<file path="config.mk">
export PLATFORM = sky130hd
export DESIGN_NAME = station_table_with_assoc_state
export DESIGN_NICKNAME = d
export VERILOG_FILES = /design/src/rtl/stt_pkg.sv /design/src/rtl/stt_cell.sv /design/src/rtl/station_table_with_assoc_state.sv
export SDC_FILE = /design/constraint.sdc
export NUM_CORES = 2
export LEC_CHECK = 0
export BUFFER_PORTS_ARGS = -buffer_cell sky130_fd_sc_hd__buf_2
export CAP_MARGIN = 10
export CORE_MARGIN = 8
export CORE_UTILIZATION = 50
export CTS_CLUSTER_SIZE = 14
export DETAILED_ROUTE_END_ITERATION = 6
export PLACE_DENSITY = 0.63
export SLEW_MARGIN = 0
export SYNTH_ARGS = -nofsm -noshare
export SYNTH_HDL_FRONTEND = slang
export SYNTH_SLANG_ARGS = --single-unit
</file>
<file path="constraint.sdc">
create_clock -name clk -period 8.3 [get_ports clk]
set_input_delay 0.415 -clock clk [delete_from_list [all_inputs] [get_ports clk]]
set_output_delay 0.415 -clock clk [all_outputs]
set_load 0.05 [all_outputs]
</file>
<file path="src/rtl/stt_pkg.sv">
package stt_pkg;

  // table geometry
  localparam int STATION_ENTRIES = 64;
  localparam int IDX_W = (STATION_ENTRIES > 1) ? $clog2(STATION_ENTRIES) : 1;
  localparam int ADDR_W = 48;
  localparam int CMD_W = 2;
  localparam int STATION_INDEX_W = 6;
  // group bit is the lsb of the first octet
  localparam int GROUP_BIT = 40;

  typedef logic [ADDR_W-1:0] addr_t;
  typedef logic [IDX_W-1:0] idx_t;

  typedef enum logic [1:0] {
    AS_DISASSOC = 2'd0,
    AS_WAITING  = 2'd1,
    AS_ASSOC    = 2'd2
  } assoc_t;

  typedef enum logic [CMD_W-1:0] {
    CMD_LOOKUP = 2'd0,
    CMD_WAIT   = 2'd1,
    CMD_OK     = 2'd2,
    CMD_DROP   = 2'd3
  } cmd_t;

  typedef enum logic {
    FSM_IDLE = 1'b0,
    FSM_EXEC = 1'b1
  } fsm_t;

  // broadcast from the control to every cell
  typedef struct packed {
    logic   search;
    addr_t  search_key;
    logic   exec_wr;
    logic   append;
    addr_t  wr_key;
    assoc_t new_state;
  } cell_ctrl_t;

  // what each cell reports back
  typedef struct packed {
    logic   used;
    logic   match;
    assoc_t state;
  } cell_stat_t;

  // association state after a command
  function automatic assoc_t apply_command(input assoc_t cur, input cmd_t cmd);
    assoc_t res;
    case (cmd)
      CMD_WAIT: res = AS_WAITING;
      CMD_OK:   res = AS_ASSOC;
      CMD_DROP: res = AS_DISASSOC;
      default:  res = cur;
    endcase
    return res;
  endfunction

endpackage

</file>
<file path="src/rtl/stt_cell.sv">
module stt_cell (
  input  logic               clk,
  input  logic               rst_n,
  input  logic               prev_used,
  input  stt_pkg::cell_ctrl_t ctrl,
  output stt_pkg::cell_stat_t stat
);

  logic            used_r;
  logic            used_nxt;
  logic            match_r;
  logic            match_nxt;
  stt_pkg::addr_t  addr_r;
  stt_pkg::assoc_t state_r;
  logic            sel;
  logic            free_slot;

  // first free cell in the row takes an appended entry
  assign free_slot = prev_used & ~used_r;
  assign sel = ctrl.exec_wr & (ctrl.append ? free_slot : match_r);

  // occupancy and match flags
  always_comb begin
    used_nxt = used_r | (sel & ctrl.append);
    match_nxt = match_r;
    if (ctrl.search) begin
      match_nxt = used_r & (addr_r == ctrl.search_key);
    end
  end

  always_ff @(posedge clk) begin
    if (!rst_n) begin
      used_r  <= 1'b0;
      match_r <= 1'b0;
    end else begin
      used_r  <= used_nxt;
      match_r <= match_nxt;
    end
  end

  // entry payload
  always_ff @(posedge clk) begin
    if (sel) begin
      state_r <= ctrl.new_state;
      if (ctrl.append) begin
        addr_r <= ctrl.wr_key;
      end
    end
  end

  assign stat.used  = used_r;
  assign stat.match = match_r;
  assign stat.state = state_r;

endmodule

</file>
<file path="src/rtl/station_table_with_assoc_state.sv">
// the item is captured when accepted and executed in the exec state, where the result
//   goes to the output register; no new item is taken before that; the cell row registers
//   its address compares in the accept cycle and the selected cell is updated on execution
// a stalled result holds the next item back until the output register frees
// reset: table empty, group entry disassociated, no item or result pending
module station_table_with_assoc_state (
  input  logic                                clk,
  input  logic                                rst_n,
  input  logic                                in_valid,
  output logic                                in_ready,
  input  logic [stt_pkg::CMD_W-1:0]           in_command,
  input  logic [stt_pkg::ADDR_W-1:0]          in_peer_address,
  output logic                                out_valid,
  input  logic                                out_ready,
  output logic [stt_pkg::STATION_INDEX_W-1:0] out_station_index,
  output logic                                out_is_group,
  output logic                                out_was_created,
  output logic                                out_table_full,
  output logic                                out_associated,
  output logic                                out_waiting_assoc
);

  stt_pkg::fsm_t       state_r;
  stt_pkg::fsm_t       state_nxt;
  logic                in_fire;
  logic                exec_go;
  logic                out_free;

  stt_pkg::addr_t      key_r;
  stt_pkg::cmd_t       cmd_r;
  logic                group_r;
  stt_pkg::assoc_t     group_state_r;
  stt_pkg::assoc_t     group_state_nxt;

  stt_pkg::cell_ctrl_t ctrl;
  stt_pkg::cell_stat_t stat [stt_pkg::STATION_ENTRIES];
  logic                prev_used [stt_pkg::STATION_ENTRIES];

  logic                hit;
  stt_pkg::idx_t       hit_idx;
  logic [1:0]          hit_state;
  stt_pkg::idx_t       app_idx;
  logic                full;
  stt_pkg::assoc_t     res_state;
  stt_pkg::idx_t       res_idx;

  logic                out_valid_r;
  logic                out_valid_nxt;
  logic [stt_pkg::STATION_INDEX_W-1:0] idx_out_r;
  logic                group_out_r;
  logic                created_out_r;
  logic                full_out_r;
  logic                assoc_out_r;
  logic                wait_out_r;

  // control sequence
  assign out_free = ~out_valid_r | out_ready;
  assign in_fire  = in_valid & in_ready;

  always_comb begin
    state_nxt = state_r;
    case (state_r)
      stt_pkg::FSM_IDLE: begin
        if (in_valid) state_nxt = stt_pkg::FSM_EXEC;
      end
      stt_pkg::FSM_EXEC: begin
        if (out_free) state_nxt = stt_pkg::FSM_IDLE;
      end
      default: state_nxt = stt_pkg::FSM_IDLE;
    endcase
  end

  always_comb begin
    in_ready = 1'b0;
    exec_go  = 1'b0;
    case (state_r)
      stt_pkg::FSM_IDLE: in_ready = 1'b1;
      stt_pkg::FSM_EXEC: exec_go = out_free;
      default: begin
        in_ready = 1'b0;
        exec_go  = 1'b0;
      end
    endcase
  end

  always_ff @(posedge clk) begin
    if (!rst_n) begin
      state_r <= stt_pkg::FSM_IDLE;
    end else begin
      state_r <= state_nxt;
    end
  end

  // captured item
  always_ff @(posedge clk) begin
    if (in_fire) begin
      key_r   <= in_peer_address;
      cmd_r   <= stt_pkg::cmd_t'(in_command);
      group_r <= in_peer_address[stt_pkg::GROUP_BIT];
    end
  end

  // collapse the one-hot match row and find the first free cell
  always_comb begin
    hit       = 1'b0;
    hit_idx   = '0;
    hit_state = '0;
    app_idx   = '0;
    for (int i = 0; i < stt_pkg::STATION_ENTRIES; i++) begin
      hit = hit | stat[i].match;
      if (stat[i].match) begin
        hit_idx   = hit_idx | stt_pkg::IDX_W'(i);
        hit_state = hit_state | stat[i].state;
      end
      if (prev_used[i] && !stat[i].used) begin
        app_idx = app_idx | stt_pkg::IDX_W'(i);
      end
    end
    full = stat[stt_pkg::STATION_ENTRIES-1].used;
  end

  // resulting entry state and index
  always_comb begin
    if (group_r) begin
      res_state = stt_pkg::apply_command(group_state_r, cmd_r);
      res_idx   = '0;
    end else if (hit) begin
      res_state = stt_pkg::apply_command(stt_pkg::assoc_t'(hit_state), cmd_r);
      res_idx   = hit_idx;
    end else begin
      res_state = stt_pkg::apply_command(stt_pkg::AS_DISASSOC, cmd_r);
      res_idx   = app_idx;
    end
  end

  // broadcast to the cell row
  always_comb begin
    ctrl.search     = in_fire;
    ctrl.search_key = in_peer_address;
    ctrl.exec_wr    = exec_go & ~group_r & (hit | ~full);
    ctrl.append     = ~hit;
    ctrl.wr_key     = key_r;
    ctrl.new_state  = res_state;
  end

  // row of entry cells, occupancy handed down the chain
  for (genvar g = 0; g < stt_pkg::STATION_ENTRIES; g++) begin : g_cell
    if (g == 0) begin : g_head
      assign prev_used[g] = 1'b1;
    end else begin : g_body
      assign prev_used[g] = stat[g-1].used;
    end
    stt_cell u_cell (
      .clk       (clk),
      .rst_n     (rst_n),
      .prev_used (prev_used[g]),
      .ctrl      (ctrl),
      .stat      (stat[g])
    );
  end

  // shared group entry
  always_comb begin
    group_state_nxt = group_state_r;
    if (exec_go && group_r) group_state_nxt = res_state;
  end

  always_ff @(posedge clk) begin
    if (!rst_n) begin
      group_state_r <= stt_pkg::AS_DISASSOC;
    end else begin
      group_state_r <= group_state_nxt;
    end
  end

  // output register
  assign out_valid_nxt = exec_go | (out_valid_r & ~out_ready);

  always_ff @(posedge clk) begin
    if (!rst_n) begin
      out_valid_r <= 1'b0;
    end else begin
      out_valid_r <= out_valid_nxt;
    end
  end

  always_ff @(posedge clk) begin
    if (exec_go) begin
      if (!group_r && !hit && full) begin
        idx_out_r     <= '0;
        group_out_r   <= 1'b0;
        created_out_r <= 1'b0;
        full_out_r    <= 1'b1;
        assoc_out_r   <= 1'b0;
        wait_out_r    <= 1'b0;
      end else begin
        idx_out_r     <= stt_pkg::STATION_INDEX_W'(res_idx);
        group_out_r   <= group_r;
        created_out_r <= ~group_r & ~hit;
        full_out_r    <= 1'b0;
        assoc_out_r   <= (res_state == stt_pkg::AS_ASSOC);
        wait_out_r    <= (res_state == stt_pkg::AS_WAITING);
      end
    end
  end

  assign out_valid         = out_valid_r;
  assign out_station_index = idx_out_r;
  assign out_is_group      = group_out_r;
  assign out_was_created   = created_out_r;
  assign out_table_full    = full_out_r;
  assign out_associated    = assoc_out_r;
  assign out_waiting_assoc = wait_out_r;

endmodule

</file>
Word level (Yosys, flattened, before mapping)

Cells that the tools add are included.

Bits of input ports: 54
Output and inout bits: 13
Bits in registers: 3,394

Equal/unequal tests: 135
Multiplexer cells: 352
Bitwise logic cells: 522
Reductions and logical operators: 196

Operators by type and width:

| kind               | number |
|---|---|
| $mux 48            | 65 |
| $eq 48x48->1       | 64 |
| $mux 6             | 69 |
| $and 1x1->1        | 260 |
| $mux 5             | 32 |
| $mux 2             | 76 |
| $or 1x1->1         | 130 |
| $reduce_and 2->1   | 65 |
| $ne 2x2->1 const B | 64 |
| $or 2x2->2         | 63 |
| $mux 1             | 82 |
| $not 1->1          | 69 |
| $logic_and 1x1->1  | 66 |
| $logic_not 1->1    | 65 |
| $mux 4             | 16 |
| $mux 3             | 8 |
| $pmux 2 s3         | 2 |
| $eq 2x2->1 const B | 3 |
| $eq 2x1->1 const B | 2 |
| $pmux 2 s2         | 1 |
| $ne 3x3->1 const B | 1 |
| $ne 2x1->1 const B | 1 |
| $pmux 1 s2         | 1 |

Longest topological paths before layout

Depth in word-level cells: 136
Gate-level depth with buffers: 9

By module

A second synthesis with hierarchy kept.

Cells, all modules: 8,677
Area total of the unflattened synthesis: 141,735.9 um^2

By module, submodules not included:

| module                         | instances | area each (um^2) | cells an instance | seq. area each (um^2) |
|---|---|---|---|---|
| stt_cell                       | 64        | 2,155.8          | 130               | 1,541.5 |
| station_table_with_assoc_state | 1         | 3,763.6          | 357               | 1,911.8 |

Worst setup path before layout

Ideal clock, no wire load.

Path kind: register to register
Start point: register key_r[40] (netlist name)
End point: register g_cell[63].u_cell.addr_r[0], enable pin
Arrival time: 6.057 ns
Path slack: 1.670 ns
Stages on the path, launching flop included: 5
Buffers on the path: 1
Clock period less this slack: 6.630 ns
Path through: edfxtp_1 > clkbuf_1 > inv_1 > nand3_1 > nor4_1

RTL lines:

| what                 | RTL line       | text |
|---|---|---|
| to (signal assigned) | stt_cell.sv:46 | `addr_r <= ctrl.wr_key;` |
| to (decl)            | stt_cell.sv:13 | `stt_pkg::addr_t addr_r;` |

Worst setup path in the final report

Start point: register g_cell[11].u_cell.match_r
End point: register g_cell[28].u_cell.addr_r[11], enable pin

Longest elaborated chain between the ends: 58
Elaborated cells between the ends (all ways): 59

Ends and longest elaborated chain:

| what                                  | RTL line                              | text |
|---|---|---|
| from (decl)                           | stt_cell.sv:11                        | `logic match_r;` |
| from (signal assigned)                | stt_cell.sv:37                        | `match_r <= match_nxt;` |
| $or 1x1->1 (*) (53 in a row)          | station_table_with_assoc_state.sv:110 | `hit = hit \| stat[i].match;` |
| $or 1x1->1                            | station_table_with_assoc_state.sv:140 | `ctrl.exec_wr = exec_go & ~group_r & (hit \| ~full);` |
| $and 1x1->1                           | station_table_with_assoc_state.sv:140 |  |
| $and 1x1->1                           | stt_cell.sv:20                        | `assign sel = ctrl.exec_wr & (ctrl.append ? free_slot : match_r);` |
| $ne 2x2->1 (no source line)           | n/a                                   |  |
| $reduce_and 2->1 (no source line) (*) | n/a                                   |  |
| to (signal assigned)                  | stt_cell.sv:46                        |  |
| to (decl)                             | stt_cell.sv:13                        |  |

Every way passes the cells marked *; elsewhere a longest branch is shown, timed or not.
A chain may end at the register's enable or synchronous reset.

==> results_dict.tcl <==
set metrics [dict create \
    grt_util_all_layers 0.366 \
    total_i_o_pin_count 67 \
    synthDistinctLibCells 48 \
    cts.sink_count 3393 \
    hp-start "rst_n" \
    synth_nets 8758 \
    cts_buffer_depth 4 \
    start_kind "flip-flop" \
    hold_path_end "out_valid" \
    rr_worst_depth 6 \
    drc_errors 3 \
    timing_max_transition_violations_final 0 \
    power.static_leakage_uw 0.0529 \
    antenna_found_initial 76 \
    worstPathMaxFanout 48 \
    die-height_um 546 \
    max_slew_margin 0.116 \
    postSynthRegisterBits 3393 \
    layout_stage_area_growth_over_the_synthesis_result_pct 12.8 \
    post_synth_instance_area_mm2 0.140 \
    area_taken_by_flip_flops_and_latches_mm2 0.101 \
    routed_wire_length_mm 560 \
    maxClockFrequency_ghz 0.217 \
    cts_tree "built" \
    min_clock_period_post_route_ns 4.62 \
    setup.worst_path.class "flip-flop to flip-flop" \
    die_area_mm2 0.298 \
    final_min_period_over_clock_period 0.556 \
    worst-r2r-setup-slack_ns 3.68 \
    floorplan.initialDensity 0.502 \
    number_of_enable_flip_flop_cells_after_synthesis 3261 \
    worst_case_setup_slack_after_placement_ns 3.84 \
    insertion_delay_ns 0.97 \
    num_rows 194 \
    n_fill_cell 21509 \
    violated_checks "DRC" \
    h-tree-depth 5 \
    dieWidth_um 546 \
    vias_per_cell 6.58 \
    max_cap_viol_count 0 \
    rsz_0062_raised_after_global_routing "false" \
    nets 9096 \
    ys_async_sr_fraction 0 \
    grt_start_max_net_pins 80 \
    detailedRoute.firstIterationViolations 15664 \
    grt.overflow.total 0 \
    hold-path-cell-count 2 \
    drive_gt1_frac 0.105 \
    required_ns 8.82 \
    grt_first_pass_wirelength_mm 736 \
    via_count_of_the_first_global_routing_pass 79776 \
    cts-buffers-inserted 351 \
    gp_congestion 0.980 \
    type_of_destination_of_the_critical_path "flip-flop" \
    clk_root_buffer_cell "sky130_fd_sc_hd__clkbuf_16" \
    dr.pass1.iters 7 \
    irDropWorstVdd_v 0.000158 \
    reg2reg_from "g_cell[11].u_cell.match_r" \
    min_path_type "primary input to flip-flop" \
    worst-slew-pin-transition_ns 1.33 \
    synth-seq-area-share 0.716 \
    routed_wire_length_per_instance_um 42.8 \
    synth_flop_cell "sky130_fd_sc_hd__edfxtp_1" \
    post-cts-setup-buffers 0 \
    final_critical_path_setup_slack_ns 3.68 \
    port_buffers 66 \
    setup_violations_final 0 \
    hold_viol_final 0 \
    postSynthAreaPerCell_um2 16.1 \
    final_antenna_net_count 0 \
    cts.clk_slew.worst_paths_ns 0.06 \
    outcome "complete, but fails checks" \
    synth_cells 8704 \
    timing.setup.tns_ns 0 \
    powerDensity_mw_per_mm2 234 \
    core_area_mm2 0.279 \
    skew_ns 0.0637 \
    worst_ep_arrival_time_ns 5.14 \
    yosysWarnings 0 \
    worst_r2r_endpoint "g_cell[28].u_cell.addr_r[11]" \
    vias 86101 \
    multiInputGateArea_mm2 0.0384 \
    hpwl_dp_mm 304 \
]
-- where the power goes --
part | internal (µW) | leakage (µW) | switching, µW | total (µW)
Sequential | 18800 | 0.0304 | 72.8 | 18900
Combinational | 487 | 0.0170 | 2060 | 2550
Clock | 8820 | 0.00547 | 6830 | 15700
Total | 28100 | 0.0529 | 8970 | 37100
-- cell type report --
cell class / instances / area share
repair buffers: 380 / 0.0215
clock inverters: 203 / 0.0122
multi-input cells: 4896 / 0.242
diodes: 34 / 0.000537
inverters: 20 / 0.000506
flip-flops and latches: 3393 / 0.635
well taps: 3724 / 0.0294
clock buffers: 440 / 0.0587
-- flip-flops by register name, indices dropped and copies added (netlist names), 2 cells and up --
name	cells
g_cell.u_cell.addr_r	3072
g_cell.u_cell.state_r	128
cmd_r	2
out_station_index	6
group_state_r	2
g_cell.u_cell.used_r	64
key_r	48
g_cell.u_cell.match_r	64
-- synth_stat cells (all sizes together), types with 2 or more instances --
cell type | instances | share of area
a21o | 2 | 0.00016
nand2 | 33 | 0.00088
xor2 | 3008 | 0.19
and2 | 66 | 0.0029
nand4 | 219 | 0.0098
o21a | 50 | 0.0027
nand3 | 77 | 0.0027
inv | 20 | 0.00053
nand2b | 14 | 0.00062
a31oi | 16 | 0.00071
or4 | 3 | 0.00016
a211oi | 2 | 0.00011
clkbuf | 91 | 0.0025
and3b | 2 | 0.00012
nor4 | 814 | 0.037
nor2b | 108 | 0.0048
edfxtp | 3261 | 0.70
nor3 | 79 | 0.0029
a221oi | 16 | 0.0010
a21boi | 14 | 0.00075
xnor2 | 64 | 0.0040
nor2 | 122 | 0.0034
a222oi | 2 | 0.00014
dfxtp | 132 | 0.019
a22o | 14 | 0.00087
o31ai | 3 | 0.00016
and3 | 4 | 0.00018
a22oi | 32 | 0.0017
o21ai | 4 | 0.00014
a21oi | 124 | 0.0044
buf | 304 | 0.011
-- worst max-delay path by stage --
stage / from / end / slack (ns) / depth (start not counted)
after floorplan: key_r[40] / g_cell[63].u_cell.addr_r[0] / 1.67 / 4
after global placement: g_cell[11].u_cell.match_r / g_cell[28].u_cell.addr_r[31] / 3.78 / 6
after detailed placement: g_cell[11].u_cell.match_r / g_cell[28].u_cell.addr_r[7] / 3.84 / 6
after CTS: g_cell[11].u_cell.match_r / g_cell[28].u_cell.addr_r[24] / 3.80 / 6
after global routing: g_cell[11].u_cell.match_r / g_cell[28].u_cell.addr_r[13] / 3.67 / 6
final: g_cell[11].u_cell.match_r / g_cell[28].u_cell.addr_r[11] / 3.68 / 6
-- routing by layer --
metal  track usage  wire [µm]
met3        0.0719      74400
met1         0.501     203000
met2         0.572     253000
met5             0         80
met4         0.159      29300
-- placed cells by master (no fill, tap or decap), drive strengths merged, types with 16 or more instances in the layout --
| cell | n |
|---|---|
| edfxtp | 3261 |
| xor2 | 3008 |
| nor4 | 814 |
| clkbuf | 440 |
| buf | 373 |
| nand4 | 219 |
| clkinv | 153 |
| dfxtp | 132 |
| a21oi | 124 |
| nor2 | 122 |
| nor2b | 108 |
| nor3 | 79 |
| nand3 | 77 |
| and2 | 66 |
| xnor2 | 64 |
| o21a | 50 |
| diode | 34 |
| nand2 | 33 |
| a22oi | 32 |
| inv | 32 |
| bufinv | 27 |
| a31oi | 16 |
| a221oi | 16 |
-- worst max-delay path, cell delays in order (launching register included) --
cell                      delay (ns)
sky130_fd_sc_hd__dfxtp_1        0.41
sky130_fd_sc_hd__nor4_1         0.76
sky130_fd_sc_hd__nand4_1        0.26
sky130_fd_sc_hd__nor4_4         0.47
sky130_fd_sc_hd__and3_2         0.66
sky130_fd_sc_hd__buf_4          0.54
sky130_fd_sc_hd__and2_2         1.01
-- per-stage QoR --
step	total power, µW	cell area [µm²]	std cells	hold slack [ns]	utilization
2_1_floorplan	20300	140000	8704	0.422	-
3_3_place_gp	21700	147000	12403	0.441	0.526
3_5_place_dp	21700	147000	12404	0.439	0.526
4_1_cts	37000	158000	13054	0.0151	0.567
5_1_grt	37700	158000	13058	0.0381	0.567
6_report	37100	158000	13090	0.0614	0.567
-- cell families after synthesis --
family | synth area share
AND/OR/NAND/NOR | 0.0654
flip-flops | 0.716
XOR/XNOR | 0.192
AO/OA/AOI/OAI | 0.0130
buffers and inverters | 0.0136
-- what timing repair did --
item                                   4_1_cts  5_1_grt
setup endpoints to repair                    0        0
resized for setup                            0        0
endpoints found under the hold margin        7        0
hold buffers                                 7        0
Note: power is estimated with default switching activity, not from simulation.
